## config.mk

```make
export PLATFORM = sky130hd
export DESIGN_NAME = scar_mac
export DESIGN_NICKNAME = d
export VERILOG_FILES = /design/src/rtl/scar_pkg.sv /design/src/rtl/scar_mac.sv
export SDC_FILE = /design/constraint.sdc
export NUM_CORES = 1
export LEC_CHECK = 0
export BUFFER_PORTS_ARGS = -buffer_cell sky130_fd_sc_hd__buf_2
export CAP_MARGIN = 0
export CORE_MARGIN = 4
export CORE_UTILIZATION = 58
export DETAILED_ROUTE_END_ITERATION = 8
export PLACE_DENSITY = 0.81
export SLEW_MARGIN = 20
export SYNTH_ARGS = -nofsm -noshare
export SYNTH_HDL_FRONTEND = slang
export SYNTH_SLANG_ARGS = --single-unit
```

## constraint.sdc

```tcl
create_clock -name clk -period 6.55 [get_ports clk]
set_clock_uncertainty 0.05 [all_clocks]
set_input_delay 0 -clock clk [delete_from_list [all_inputs] [get_ports clk]]
set_output_delay 0 -clock clk [all_outputs]
set_load 0.005 [all_outputs]
```

## src/rtl/scar_pkg.sv

```systemverilog
// ----------------------------------------------------------------------------
// Stereo comb/allpass reverb package
// Shared sizes, delay line layout, register indexes and saturation helper.
// ----------------------------------------------------------------------------
package scar_pkg;

	localparam int SAMPLE_BITS   = 16;
	localparam int COMB_COUNT    = 4;
	localparam int ALLPASS_COUNT = 2;

	// Delay lengths, in samples.
	localparam logic [10:0] COMB_LEN [COMB_COUNT] = '{11'd1116, 11'd1188, 11'd1277, 11'd1356};
	localparam logic [9:0]  AP_LEN   [ALLPASS_COUNT] = '{10'd556, 10'd441};

	// One channel's comb lines are packed back to back; the second channel follows.
	localparam int COMB_STRIDE = 4937;
	localparam int AP_STRIDE   = 997;
	localparam int COMB_DEPTH  = 2 * COMB_STRIDE;
	localparam int AP_DEPTH    = 2 * AP_STRIDE;
	localparam int COMB_AW     = $clog2(COMB_DEPTH);
	localparam int AP_AW       = $clog2(AP_DEPTH);

	localparam logic [COMB_AW-1:0] COMB_BASE [COMB_COUNT] =
		'{14'd0, 14'd1116, 14'd2304, 14'd3581};
	localparam logic [AP_AW-1:0] AP_BASE [ALLPASS_COUNT] = '{11'd0, 11'd556};

	localparam int CIDX_W = (COMB_COUNT > 1) ? $clog2(COMB_COUNT) : 1;
	localparam int AIDX_W = (ALLPASS_COUNT > 1) ? $clog2(ALLPASS_COUNT) : 1;

	// 0.9 in Q0.16.
	localparam logic [17:0] GAIN_09 = 18'd58982;

	// Operand and product widths of the shared multiply-add unit.
	localparam int OP_W   = 18;
	localparam int PROD_W = 36;

	typedef enum logic [2:0] {
		REG_ROOM_SIZE     = 3'd0,
		REG_WET_MIX       = 3'd1,
		REG_INPUT_SELECT  = 3'd2,
		REG_OUTPUT_SELECT = 3'd3,
		REG_CHANNEL_COUNT = 3'd4
	} reg_index_t;

	typedef enum logic [1:0] {
		SEL_LEFT  = 2'd0,
		SEL_RIGHT = 2'd1,
		SEL_BOTH  = 2'd2,
		SEL_NONE  = 2'd3
	} chan_sel_t;

	// Request to the multiply-add unit.
	typedef struct packed {
		logic                     en;
		logic                     acc;
		logic signed [OP_W-1:0]   a;
		logic signed [OP_W-1:0]   b;
		logic signed [PROD_W-1:0] add;
	} mac_req_t;

	function automatic logic signed [SAMPLE_BITS-1:0] sat_s(input logic signed [PROD_W-1:0] v);
		logic signed [PROD_W-1:0] hi;
		logic signed [PROD_W-1:0] lo;
		hi = PROD_W'((64'sd1 <<< (SAMPLE_BITS - 1)) - 64'sd1);
		lo = -hi - PROD_W'(1);
		if (v > hi)
			return hi[SAMPLE_BITS-1:0];
		else if (v < lo)
			return lo[SAMPLE_BITS-1:0];
		return v[SAMPLE_BITS-1:0];
	endfunction

endpackage

```

## src/rtl/scar_mac.sv

```systemverilog
// ----------------------------------------------------------------------------
// Shared multiply-add unit
// Registered a * b plus either a given addend or the previous result.
// ----------------------------------------------------------------------------
module scar_mac import scar_pkg::*; (
	input  logic                     clk,
	input  mac_req_t                 req,
	output logic signed [PROD_W-1:0] p_q
);

	logic signed [PROD_W-1:0] prod;
	logic signed [PROD_W-1:0] addend;

	assign prod   = req.a * req.b;
	assign addend = req.acc ? p_q : req.add;

	always_ff @(posedge clk) begin
		if (req.en)
			p_q <= prod + addend;
	end

endmodule

```

# Word-level counts from Yosys, hierarchy flattened
# Cells that the tools add are included.
totals:
  out_inout_bits: 36
  inputBits: 75
  regBits: 36
classes:
  add_sub_neg: 1
  muxes: 1
  mul: 1
op_table:
  columns: ["op", "count"]
  rows:
  - ["adder 36 bit", 1]
  - ["multiplier 18 x 18 -> 36 bit", 1]
  - ["two-way mux 36 bit", 1]

# Longest topological paths before layout
logic_depth:
  ltp_word: 2
  depth_mapped: 24
  depth_no_buf: 22

# Least setup slack after synthesis
# Ideal clock, no wire load.
synth_timing:
  path_kind: "input to register"
  start: "input req[71] (netlist name)"
  end: "register p_q[31] (data pin)"
  path_slack_ps: 89
  t_arrival_ps: 6147
  cell_stages: 21
  n_path_buf: 2
  setup_time_ps: 264
  cell_sequence: "clkbuf_1 > clkbuf_1 > nand2_1 > fa_1 > inv_1 > fa_1 > inv_1 > fa_1 > inv_1 > fa_1 > fa_1 > fa_1 > ha_1 > ha_1 > a21o_1 > a21o_1 > a21o_1 > a22o_1 > a2111oi_2 > a211oi_2 > xor2_1"
synth_between:
  elab_chain_len: 2
synth_lines:
  columns: ["element", "line_no", "text"]
  rows:
  - ["start: declaration", "scar_mac.sv:7", "input mac_req_t req,"]
  - ["multiplier 18 x 18 -> 36 bit", "scar_mac.sv:14", "assign prod = req.a * req.b;"]
  - ["adder 36 bit", "scar_mac.sv:19", "p_q <= prod + addend;"]
  - ["end signal: assignment", "scar_mac.sv:19", null]
  - ["end: declaration", "scar_mac.sv:8", "output logic signed [PROD_W-1:0] p_q"]
# No other way between the ends.
# A chain may end at the register's enable or synchronous reset.

# Worst setup path after layout
layout_timing:
  start: "input req[42] (netlist name)"
  end: "register p_q[31] (data pin)"
# The elaborated chain is that of the path after synthesis.

==> metrics.yaml <==
antenna_cells: 0
rows: 58
htree_levels: 2
synthMuxAreaShare: 0.0248
synth_seq_cells: 36
path_clk_slew_ns: 0.06
dpl_cell_area_mm2: 0.0157
synth_top_area_share: 0.491
synth.area.top_cells: "fa_1 49%, ha_1 9.5%, inv_1 9.4%"
grt_usage: 0.267
async_flop_share: 0
firstDrtPassIters: 5
port_buffers: 110
cts_made_buffers: 5
synth.avg_cell_area_um2: 9.88
cts_tree: "built"
post_cts_resized: 0
ys_top_cells_by_count: "370 x inv_1, 362 x fa_1, 176 x and2_1"
synthAdderAreaFrac: 0.586
endpoint_kind: "flip-flop"
wl_um: 35100
die_area_mm2: 0.0281
critPathTopFamily: "adder cells"
status: "finished, final reports clean"
core_mm2: 0.0251
synth_fp_nets: 2043
synth_most_common_cell: "inv_1"
vias: 10400
critPathMaxStageDelay_ns: 0.57
cts-root-buf: "clkbuf_16"
min_period_over_period: 0.934
ctsLongestPathBuffers: 2
ys_types: 61
start_util: 0.588
fill_cells: 2027
cp_common_cell: "fa_1"
critPathMaxFanout: 18
routed_via_density: 5.44
post_cts_buffers: 0
crit_slowest_cell: "a221oi_1"
drv_slew: 0
yosys.area_share.simple: 0.134
rsz0062_at_grt: "false"
cp.required_ns: 6.55
worstPathCellList: "buf_2 -> and2_1 -> fa_1 -> inv_1 -> fa_1 -> fa_1 -> inv_1 -> fa_1 -> fa_1 -> fa_1 -> ha_1 -> ha_1 -> a21oi_1 -> o21bai_1 -> a221oi_1 -> buf_4 -> a21oi_2 -> o211ai_2 -> buf_4 -> a211oi_2 -> xor2_1"
drt_iter0_drc: 696
grt-ovfl-total: 0
setup_viol: 0
nets: 2128
dieHeight_um: 168
synth_xor_area_frac: 0.0231
holdBufCountCts: 0
grt_pass1_vias: 11700
synthToLayoutAreaGrowth_pct: 7.07
netlist_instances: 1494
crit_arrival_ns: 6.11
ys.flop_type: "edfxtp_1"
setup-tns-final_ns: 0
synth_top_family_by_area: "adder cells"
die_x_um: 168
fmax_mhz: 163
path_buf_inv: 5
largest_reg_flops: 36
fin_crit_ns: 6.12
drc_errors: 0
grt_max_degree: 37
relSlewSlack: 0.405
ant_nets: 0
io_pins: 111
place_congestion: 0.922
drive_gt1_frac: 0.104
start_kind: "primary input"
finalHoldViolations: 0
postLayoutCellArea_mm2: 0.0158
cts_sinks: 36
synth_seq_area_share: 0.0732
ys_warn_count: 0
synth-edff-count: 36
reg_top3: "p_q: 36 flops"
antenna_found_initial: 1
hpwl_um: 29200
drv_cap: 0
synth_area_mm2: 0.0148
worst_pin_slew_ns: 0.893
worstHoldPathType: "primary input to flip-flop"
yosys.area.top_type: "fa_1"
wl_per_cell_um: 18.4
synth_compound_area_frac: 0.0481
largest_register: "p_q"
grt_pass1_wl_um: 59800
crit_type: "primary input to flip-flop"
clk_latency_ns: 0.31
==> cell type report <==
| type | count | area (um2) | area share |
|---|---|---|---|
| clock buffer | 5 | 125 | 0.00792 |
| multi-input combinational | 1032 | 12000 | 0.762 |
| timing repair buffer | 134 | 731 | 0.0462 |
| clock inverter | 3 | 18.8 | 0.00119 |
| sequential | 36 | 1080 | 0.0684 |
| tap | 330 | 413 | 0.0261 |
| inverter | 370 | 1390 | 0.0879 |
==> logic make-up (layout without fill, tap and decap cells) <==
kind of cell,Yosys count,in the layout
xor+xnor,39,39
simple gates,386,386
flops,36,36
buf+inv,426,512
mux,36,36
fa+ha+maj,474,474
compound gates,97,97
==> cell usage in the layout, fill, tap and decap left out, drive strengths merged, types with 14 or more instances in the layout <==
cell | netlist | routed
nor2 | 26 | 26
and2 | 176 | 176
mux2i | 31 | 31
xnor2 | 28 | 28
fa | 362 | 362
ha | 112 | 112
buf | 6 | 134
a21oi | 27 | 27
o21ai | 17 | 17
inv | 370 | 370
a21o | 14 | 14
nand2 | 145 | 145
edfxtp | 36 | 36
==> worst paths after layout <==
check	from	to	slack, ns	cells after the start
worst max-delay path	req[42]	p_q[31]$_DFFE_PP_	0.43	21
worst min-delay path	req[0]	p_q[0]$_DFFE_PP_	0.06	3
worst max register to register	p_q[14]$_DFFE_PP_	p_q[31]$_DFFE_PP_	1.05	17
worst min register to register	p_q[0]$_DFFE_PP_	p_q[0]$_DFFE_PP_	0.64	2
==> per-layer routing <==
metal | global-route usage | part of all wire | up-vias
met5 | 0 | 0.00020 | -
met4 | 0.0805 | 0.031 | 2
met3 | 0.0569 | 0.083 | 84
met2 | 0.441 | 0.48 | 445
met1 | 0.359 | 0.40 | 5247
li1 | - | - | 4606
==> worst register-to-register path, stage by stage (launching register included) <==
cell,delay [ns]
edfxtp_1,0.38
mux2i_1,0.28
fa_1,0.45
inv_1,0.09
fa_1,0.44
fa_1,0.57
fa_1,0.43
ha_1,0.29
ha_1,0.39
a21oi_1,0.19
o21bai_1,0.09
a221oi_1,0.57
buf_4,0.25
a21oi_2,0.08
o211ai_2,0.31
buf_4,0.17
a211oi_2,0.06
xor2_1,0.15
==> stage by stage <==
step	cells	setup slack (ns)	hold slack, ns	util
finish	1910	0.433	0.0650	0.630
global route	1910	0.0779	0.0805	0.630
CTS	1910	0.459	0.0663	0.630
detailed placement	1902	0.150	0.376	0.624
global placement	1902	0.221	0.369	0.624
floorplan	1494	0.0886	0.0625	-
Power is left out: the tool's default activity adds up to more than one toggle a clock period on the data nets, which glitch-free logic cannot reach.
